==> config.mk <==
export PLATFORM = sky130hd
export DESIGN_NAME = xoshiro256pp_generator
export DESIGN_NICKNAME = d
export VERILOG_FILES = /design/src/rtl/xsr_pkg.sv /design/src/rtl/xsr_mul.sv /design/src/rtl/xsr_div.sv /design/src/rtl/xoshiro256pp_generator.sv
export VERILOG_INCLUDE_DIRS = /design/src /design/src/rtl
export SDC_FILE = /design/constraint.sdc
export NUM_CORES = 2
export LEC_CHECK = 0
export BUFFER_PORTS_ARGS = -buffer_cell sky130_fd_sc_hd__buf_4
export CAP_MARGIN = 40
export CORE_MARGIN = 4
export CORE_UTILIZATION = 34
export DETAILED_ROUTE_END_ITERATION = 12
export PLACE_DENSITY = 0.56
export SYNTH_ARGS = -nofsm -noshare
export SYNTH_HDL_FRONTEND = slang
export SYNTH_SLANG_ARGS = --single-unit
==> constraint.sdc <==
create_clock -name clk -period 14.1 [get_ports clk]
set_input_delay 2.82 -clock clk [delete_from_list [all_inputs] [get_ports clk]]
set_output_delay 2.82 -clock clk [all_outputs]
set_load 0.1 [all_outputs]
==> src/rtl/xoshiro256pp_generator_macros.svh <==
// Assertion helpers for the generator. Each expects clk and rst_n in scope.
`ifndef XOSHIRO256PP_GENERATOR_MACROS_SVH
`define XOSHIRO256PP_GENERATOR_MACROS_SVH

// same-cycle implication
`define XSR_ASSERT_IMP(lbl, ante, cons, msg) \
  lbl: assert property (@(posedge clk) disable iff (!rst_n) (ante) |-> (cons)) \
    else $error(msg);

// next-cycle implication
`define XSR_ASSERT_NXT(lbl, ante, cons, msg) \
  lbl: assert property (@(posedge clk) disable iff (!rst_n) (ante) |=> (cons)) \
    else $error(msg);

`endif

==> src/rtl/xsr_pkg.sv <==
`timescale 1ns / 1ps

package xsr_pkg;

  localparam logic [63:0] SM_GAMMA = 64'h9e3779b97f4a7c15;
  localparam logic [63:0] SM_MUL1  = 64'hbf58476d1ce4e5b9;
  localparam logic [63:0] SM_MUL2  = 64'h94d049bb133111eb;
  localparam logic [63:0] SEED_RESET = 64'd1;

  typedef struct packed {
    logic               reseed;
    logic signed [31:0] range_low;
    logic signed [31:0] range_high;
  } in_item_t;

  typedef struct packed {
    logic [63:0]        raw_word;
    logic [52:0]        unit_fraction;
    logic signed [31:0] bounded_value;
  } out_item_t;

  typedef struct packed {
    logic        start;
    logic [63:0] a;
    logic [63:0] b;
  } mul_req_t;

  typedef struct packed {
    logic        done;
    logic [63:0] prod;
  } mul_rsp_t;

  typedef struct packed {
    logic        start;
    logic [63:0] dividend;
    logic [32:0] divisor;
  } div_req_t;

  typedef struct packed {
    logic        done;
    logic [31:0] rem;
  } div_rsp_t;

endpackage

==> src/rtl/xsr_mul.sv <==
`timescale 1ns / 1ps
`include "xoshiro256pp_generator_macros.svh"

// 64x64 -> low 64 multiply on one 32x32 multiplier.
module xsr_mul (
  input  logic              clk,
  input  logic              rst_n,
  input  xsr_pkg::mul_req_t req,
  output xsr_pkg::mul_rsp_t rsp
);

  logic [63:0] a_r, b_r;
  logic [63:0] pp_r;
  logic [63:0] acc_r;
  logic [1:0]  step_r;
  logic        busy_r;
  logic        done_r;
  logic [31:0] op_a, op_b;
  logic [63:0] pp_nxt;

  always_comb begin
    op_a = (step_r == 2'd2) ? a_r[63:32] : a_r[31:0];
    op_b = (step_r == 2'd1) ? b_r[63:32] : b_r[31:0];
    pp_nxt = 64'(op_a) * 64'(op_b);
  end

  always_ff @(posedge clk) begin
    if (!rst_n) begin
      busy_r <= 1'b0;
      done_r <= 1'b0;
      step_r <= 2'd0;
    end else begin
      done_r <= 1'b0;
      if (req.start) begin
        busy_r <= 1'b1;
        step_r <= 2'd0;
      end else if (busy_r) begin
        step_r <= step_r + 2'd1;
        if (step_r == 2'd3) begin
          busy_r <= 1'b0;
          done_r <= 1'b1;
        end
      end
    end
  end

  always_ff @(posedge clk) begin
    if (req.start) begin
      a_r <= req.a;
      b_r <= req.b;
    end else if (busy_r) begin
      pp_r <= pp_nxt;
      case (step_r) inside
        2'd1:       acc_r <= pp_r;
        2'd2, 2'd3: acc_r <= acc_r + {pp_r[31:0], 32'd0};
        default:    acc_r <= acc_r;
      endcase
    end
  end

  assign rsp.done = done_r;
  assign rsp.prod = acc_r;

  `XSR_ASSERT_IMP(a_mul_no_restart, req.start, !busy_r, "multiply restarted while busy")

endmodule

==> src/rtl/xsr_div.sv <==
`timescale 1ns / 1ps
`include "xoshiro256pp_generator_macros.svh"

// Restoring remainder, one dividend bit per cycle.
// Divisor is at most 2^32, so the remainder fits 32 bits.
module xsr_div (
  input  logic              clk,
  input  logic              rst_n,
  input  xsr_pkg::div_req_t req,
  output xsr_pkg::div_rsp_t rsp
);

  logic [63:0] dvd_r;
  logic [32:0] dvs_r;
  logic [31:0] rem_r;
  logic [5:0]  cnt_r;
  logic        busy_r;
  logic        done_r;
  logic [32:0] trial;
  logic [32:0] diff;
  logic [31:0] rem_nxt;

  always_comb begin
    trial = {rem_r, dvd_r[63]};
    diff  = trial - dvs_r;
    rem_nxt = (trial >= dvs_r) ? diff[31:0] : trial[31:0];
  end

  always_ff @(posedge clk) begin
    if (!rst_n) begin
      busy_r <= 1'b0;
      done_r <= 1'b0;
      cnt_r  <= 6'd0;
    end else begin
      done_r <= 1'b0;
      if (req.start) begin
        busy_r <= 1'b1;
        cnt_r  <= 6'd0;
      end else if (busy_r) begin
        cnt_r <= cnt_r + 6'd1;
        if (cnt_r == 6'd63) begin
          busy_r <= 1'b0;
          done_r <= 1'b1;
        end
      end
    end
  end

  always_ff @(posedge clk) begin
    if (req.start) begin
      dvd_r <= req.dividend;
      dvs_r <= req.divisor;
      rem_r <= 32'd0;
    end else if (busy_r) begin
      dvd_r <= {dvd_r[62:0], 1'b0};
      rem_r <= rem_nxt;
    end
  end

  assign rsp.done = done_r;
  assign rsp.rem  = rem_r;

  `XSR_ASSERT_IMP(a_rem_below_divisor, done_r, {1'b0, rem_r} < dvs_r, "remainder not below divisor")

endmodule

==> src/rtl/xoshiro256pp_generator.sv <==
`timescale 1ns / 1ps
`include "xoshiro256pp_generator_macros.svh"

// xoshiro256++ generator with splitmix64 seeding.
// Input channel (in_valid/in_ready/in_data): one draw request per transaction,
// carrying a reseed flag and a signed bounded range. Output channel
// (out_valid/out_ready/out_data): one result per draw with the raw word, the
// 53-bit fraction and the bounded integer.
// cfg_we/cfg_wdata write the seed used by a reseed (seed is 1 after reset).
// Timing: in_ready is high only while the sequencer is idle. A draw passes
// through the idle state that accepts it, a state that advances the generator
// words, a wait on the bit-serial remainder unit (64 shift steps, then its
// done pulse; skipped when range_low >= range_high) and a state that loads
// the output register. The next request is taken only once the previous
// result has gone to the output register. A reseed first runs four
// splitmix64 rounds (add, two passes on the shared 4-step multiplier, store).
// Reset: the block runs the splitmix64 expansion of seed 1 and accepts no
// transaction until it finishes.
// Stall: a finished result waits in the output register; the next request
// is taken meanwhile, and its result holds in the sequencer until the
// receiver takes the previous one.
module xoshiro256pp_generator (
  input  logic               clk,
  input  logic               rst_n,
  input  logic               in_valid,
  output logic               in_ready,
  input  xsr_pkg::in_item_t  in_data,
  output logic               out_valid,
  input  logic               out_ready,
  output xsr_pkg::out_item_t out_data,
  input  logic               cfg_we,
  input  logic [63:0]        cfg_wdata
);

  localparam logic [3:0] S_IDLE = 4'd0;
  localparam logic [3:0] S_ADD  = 4'd1;
  localparam logic [3:0] S_X1   = 4'd2;
  localparam logic [3:0] S_W1   = 4'd3;
  localparam logic [3:0] S_X2   = 4'd4;
  localparam logic [3:0] S_W2   = 4'd5;
  localparam logic [3:0] S_ST   = 4'd6;
  localparam logic [3:0] S_ADV  = 4'd7;
  localparam logic [3:0] S_DIV  = 4'd8;
  localparam logic [3:0] S_DONE = 4'd9;

  logic [3:0]  state_r, state_nxt;
  logic [1:0]  round_r, round_nxt;
  logic        pend_r, pend_nxt;
  logic [63:0] z_r, z_nxt;
  logic [63:0] seed_r;
  logic [63:0] gw_r [4];
  logic [63:0] gw_nxt [4];
  logic signed [31:0] lo_r, lo_nxt;
  logic signed [31:0] hi_r, hi_nxt;
  logic [63:0] raw_r, raw_nxt;
  logic [31:0] bnd_r, bnd_nxt;
  logic        out_valid_r;
  xsr_pkg::out_item_t out_r;
  logic        out_load;

  xsr_pkg::mul_req_t mul_req;
  xsr_pkg::mul_rsp_t mul_rsp;
  xsr_pkg::div_req_t div_req;
  xsr_pkg::div_rsp_t div_rsp;

  logic [63:0] sum03, outv, t17, w2a, w3a;
  logic [32:0] span;

  xsr_mul u_mul (.clk(clk), .rst_n(rst_n), .req(mul_req), .rsp(mul_rsp));
  xsr_div u_div (.clk(clk), .rst_n(rst_n), .req(div_req), .rsp(div_rsp));

  assign in_ready = (state_r == S_IDLE);
  assign out_load = (state_r == S_DONE) && (!out_valid_r || out_ready);

  always_comb begin
    sum03 = gw_r[0] + gw_r[3];
    outv  = {sum03[40:0], sum03[63:41]} + gw_r[0];
    t17   = {gw_r[1][46:0], 17'd0};
    w2a   = gw_r[2] ^ gw_r[0];
    w3a   = gw_r[3] ^ gw_r[1];
    span  = {hi_r[31], hi_r} - {lo_r[31], lo_r};
  end

  always_comb begin
    state_nxt = state_r;
    round_nxt = round_r;
    pend_nxt  = pend_r;
    z_nxt     = z_r;
    lo_nxt    = lo_r;
    hi_nxt    = hi_r;
    raw_nxt   = raw_r;
    bnd_nxt   = bnd_r;
    for (int k = 0; k < 4; k++) gw_nxt[k] = gw_r[k];
    mul_req.start = 1'b0;
    mul_req.a     = z_r;
    mul_req.b     = xsr_pkg::SM_MUL1;
    div_req.start    = 1'b0;
    div_req.dividend = raw_r;
    div_req.divisor  = span + 33'd1;

    unique case (state_r)
      S_IDLE: begin
        if (in_valid) begin
          lo_nxt = in_data.range_low;
          hi_nxt = in_data.range_high;
          if (in_data.reseed) begin
            z_nxt     = seed_r;
            round_nxt = 2'd0;
            pend_nxt  = 1'b1;
            state_nxt = S_ADD;
          end else begin
            state_nxt = S_ADV;
          end
        end
      end
      S_ADD: begin
        z_nxt     = z_r + xsr_pkg::SM_GAMMA;
        state_nxt = S_X1;
      end
      S_X1: begin
        mul_req.start = 1'b1;
        mul_req.a     = z_r ^ (z_r >> 30);
        mul_req.b     = xsr_pkg::SM_MUL1;
        state_nxt     = S_W1;
      end
      S_W1: begin
        if (mul_rsp.done) begin
          z_nxt     = mul_rsp.prod ^ (mul_rsp.prod >> 27);
          state_nxt = S_X2;
        end
      end
      S_X2: begin
        mul_req.start = 1'b1;
        mul_req.a     = z_r;
        mul_req.b     = xsr_pkg::SM_MUL2;
        state_nxt     = S_W2;
      end
      S_W2: begin
        if (mul_rsp.done) begin
          z_nxt     = mul_rsp.prod;
          state_nxt = S_ST;
        end
      end
      S_ST: begin
        gw_nxt[round_r] = z_r ^ (z_r >> 31);
        round_nxt = round_r + 2'd1;
        if (round_r == 2'd3) begin
          pend_nxt  = 1'b0;
          state_nxt = pend_r ? S_ADV : S_IDLE;
        end else begin
          state_nxt = S_ADD;
        end
      end
      S_ADV: begin
        raw_nxt   = outv;
        gw_nxt[0] = gw_r[0] ^ w3a;
        gw_nxt[1] = gw_r[1] ^ w2a;
        gw_nxt[2] = w2a ^ t17;
        gw_nxt[3] = {w3a[18:0], w3a[63:19]};
        if (lo_r < hi_r) begin
          div_req.start    = 1'b1;
          div_req.dividend = outv;
          state_nxt        = S_DIV;
        end else begin
          bnd_nxt   = lo_r;
          state_nxt = S_DONE;
        end
      end
      S_DIV: begin
        if (div_rsp.done) begin
          bnd_nxt   = lo_r + div_rsp.rem;
          state_nxt = S_DONE;
        end
      end
      S_DONE: begin
        if (out_load) state_nxt = S_IDLE;
      end
      default: state_nxt = S_IDLE;
    endcase
  end

  always_ff @(posedge clk) begin
    if (!rst_n) begin
      state_r     <= S_ADD;
      round_r     <= 2'd0;
      pend_r      <= 1'b0;
      z_r         <= xsr_pkg::SEED_RESET;
      seed_r      <= xsr_pkg::SEED_RESET;
      out_valid_r <= 1'b0;
    end else begin
      state_r <= state_nxt;
      round_r <= round_nxt;
      pend_r  <= pend_nxt;
      z_r     <= z_nxt;
      if (cfg_we) seed_r <= cfg_wdata;
      if (out_load) out_valid_r <= 1'b1;
      else if (out_ready) out_valid_r <= 1'b0;
    end
  end

  always_ff @(posedge clk) begin
    for (int k = 0; k < 4; k++) gw_r[k] <= gw_nxt[k];
    lo_r  <= lo_nxt;
    hi_r  <= hi_nxt;
    raw_r <= raw_nxt;
    bnd_r <= bnd_nxt;
    if (out_load) begin
      out_r.raw_word      <= raw_r;
      out_r.unit_fraction <= raw_r[63:11];
      out_r.bounded_value <= bnd_r;
    end
  end

  assign out_valid = out_valid_r;
  assign out_data  = out_r;

  `XSR_ASSERT_NXT(a_busy_after_accept, in_valid && in_ready, !in_ready, "ready after accept")
  `XSR_ASSERT_IMP(a_div_done_in_div, div_rsp.done, state_r == S_DIV, "divider done outside wait")
  `XSR_ASSERT_IMP(a_mul_wait, mul_rsp.done, (state_r == S_W1) || (state_r == S_W2), "mul done")
  `XSR_ASSERT_NXT(a_out_load, out_load, out_valid && out_data.raw_word == $past(raw_r), "bad load")

endmodule

==> impl_metrics.ini <==
[grt]
grt_overflow = 0
grt_antenna_before_repair = 15
grt_pass1_vias = 65900
grt_pass1_wl_mm = 451
grt_max_degree = 106
grt_usage = 0.230

[cts]
cts_max_level = 3
cts_max_path_buffers = 3
hold_buffers = 0
cts-root-buf = clkbuf_16
cts.sinks = 983
cts-resized-gates = 0
clk_latency_ns = 0.78
cts_made_buffers = 106
cts_tree = yes
clk_pin_slew_ns = 0.07
cts_setup_buffers = 0

[worst_setup_path]
critPathMaxFanout = 20
r2r_slack_ns = 3.50
cp_num_buf_inv = 10
reg2reg_from = u_mul.step_r[0]$_SDFFE_PP0P_
end_kind = flop
r2r_cells = 33
crit_path_start_kind = flop
critPathSlowestCell = mux2i_1
r2r_end = u_mul.pp_r[62]$_DFFE_PP_
worstPathArrival_ns = 11.22
cp_slowest_stage_delay_ns = 0.81
worst_ep_required_time_ns = 14.72
critPathTopFamily = adder cells
crit_type = reg -> reg

[timing]
fmax_mhz = 94.3
report.final.slew_viol_count = 0
finalSetupViolations = 0
worst_pin_slew_ns = 0.918
fin_ws_ns = 3.50
hold_viol_final = 0
finClkSkew_ns = 0.104
final.setup.tns_ns = 0
rsz0062_at_grt = false
period_needed_ns = 10.60
slew_headroom = 0.371
period_share = 0.752

[yosys]
syn_avg_cell_area_sq_um = 9.94
async_flop_share = 0
ys_ff_latch = 983
synth_cells = 8737
syn_area_sq_um = 86900
yosysUniqueCellTypes = 108
seq_area_frac_synth = 0.319
synth_edf_count = 803
synth_warnings = 0
synth_ff_type = edfxtp_1
synth_nets = 10400

[floorplan]
die_x_um = 513
die_area_sq_um = 264000
fp.dieH_um = 513
io_pins = 285
initial_core_util = 0.342
rows = 185
coreArea_sq_um = 254000

[hold_path]
hold_class = reg -> reg
min_to = out_data[18]$_DFFE_PP_
hp-start = bnd_r[18]$_DFFE_PP_
hold_depth = 0

[routing]
num_vias = 65300
drt-total-wl_mm = 311
ant_nets = 0
detail_route.first_pass.iterations = 6
drtIter0Drc = 5865
viasPerCell = 5.32
avgRoutedWirePerCell_um = 25.3
drc = 0

[place]
dp_cells = 12100
gp_congestion = 0.981
hpwl_mm = 252
post-place-ws_ns = 3.56
numPortBuffers = 284

[cells_and_area]
nets = 10400
final_cell_mix = 1157 x inv_1, 806 x fa_1, 803 x edfxtp_1
synthToLayoutAreaGrowth_pct = 10.8
utilization = 0.379
layout_commonest_cell = inv_1
nFillCells = 25400
drive_above_1_share = 0.0858
final_cells = 12300

[status]
status = complete, no violations

[flow_run]
cap_violations = 0
-- synth_stat cells (all sizes together) (16+ instances only) --
library cell	n	share of area
mux2i	92	0.011
buf	119	0.0084
a21oi	405	0.023
o21a	43	0.0037
nand2	740	0.032
mux2	88	0.011
a221oi	30	0.0031
and2	79	0.0057
nor3b	22	0.0019
a211oi	47	0.0042
fa	806	0.19
a21boi	16	0.0015
nor4	17	0.0014
xnor2	479	0.048
o31ai	33	0.0031
a31oi	56	0.0042
or2	38	0.0027
xor2	251	0.025
clkbuf	291	0.014
inv	1165	0.050
o211ai	22	0.0020
a21o	207	0.018
nand3	188	0.011
nor2b	44	0.0032
or3	22	0.0018
and3	45	0.0032
o21ai	593	0.034
nand2b	66	0.0048
o21bai	57	0.0049
nand4	56	0.0040
ha	679	0.098
nor3	85	0.0051
nor2	658	0.029
a22oi	21	0.0018
edfxtp	803	0.28
dfxtp	180	0.041
a311oi	20	0.0020
-- worst register-to-register path, delay by kind of cell (launching register included) --
| kind | cells | cell delay [ns] |
|---|---|---|
| compound gates | 8 | 1.85 |
| fa+ha+maj | 10 | 4.84 |
| buf+inv | 10 | 1.66 |
| flops | 1 | 0.39 |
| mux | 2 | 1.10 |
| simple gates | 3 | 0.63 |
-- metal layers --
metal	vias to the layer above	GRT usage	wire length, um
met2	2477	0.388	148000
met5	-	0	22
met4	4	0.112	17700
li1	29500	-	-
met1	32800	0.291	126000
met3	525	0.0291	18900
-- layout make-up --
class,count,area [sq um],share of cell area
multi-input cells,6170,53000,0.551
diodes,5,12.5,0.000130
clock inverters,71,928,0.00964
inverters,1172,4410,0.0458
flip-flops and latches,983,27700,0.288
well taps,3366,4210,0.0438
clock buffers,130,2910,0.0302
repair buffers,380,3040,0.0315
-- registers in the layout (all words and copies together), names as in the netlist, 2 cells and up --
| name | count |
|---|---|
| gw_r | 256 |
| out_data | 96 |
| raw_r | 64 |
| seed_r | 64 |
| u_div.dvd_r | 64 |
| u_mul.a_r | 64 |
| u_mul.acc_r | 64 |
| u_mul.pp_r | 64 |
| z_r | 64 |
| u_div.dvs_r | 33 |
| bnd_r | 32 |
| hi_r | 32 |
| lo_r | 32 |
| u_div.rem_r | 32 |
| u_div.cnt_r | 6 |
| state_r | 4 |
| round_r | 2 |
| u_mul.b_r | 2 |
| u_mul.step_r | 2 |
-- per-stage QoR --
step / instance area, sq um / hold slack (ns)
after detailed placement: 92400 / 0.405
after global routing: 96200 / 0.418
after CTS: 96200 / 0.415
final: 96300 / 0.413
after global placement: 92100 / 0.401
after floorplan: 86900 / 0.400
-- kinds of logic after synthesis --
kind of cell             count (synthesis)  synth area share
AND/OR/NAND/NOR                       2079             0.107
AO/OA/AOI/OAI                         1696             0.122
buffers and inverters                 1584            0.0728
adder cells (fa/ha/maj)               1485             0.284
flip-flops                             983             0.319
XOR/XNOR                               730            0.0736
multiplexers                           180            0.0220
-- worst max path at each step --
stage,cells past startpoint,end,from
finish,33,u_mul.pp_r[62]$_DFFE_PP_,u_mul.step_r[0]$_SDFFE_PP0P_
global route,29,u_mul.pp_r[61]$_DFFE_PP_,u_mul.step_r[0]$_SDFFE_PP0P_
CTS,33,u_mul.pp_r[62]$_DFFE_PP_,u_mul.step_r[0]$_SDFFE_PP0P_
detailed placement,33,u_mul.pp_r[62]$_DFFE_PP_,u_mul.step_r[0]$_SDFFE_PP0P_
global placement,31,u_mul.pp_r[62]$_DFFE_PP_,u_mul.step_r[0]$_SDFFE_PP0P_
floorplan,33,u_mul.pp_r[62]$_DFFE_PP_,u_mul.step_r[0]$_SDFFE_PP0P_
Power is not shown: default switching activity piles up to over one toggle a cycle in this logic, so the estimate is an artifact.
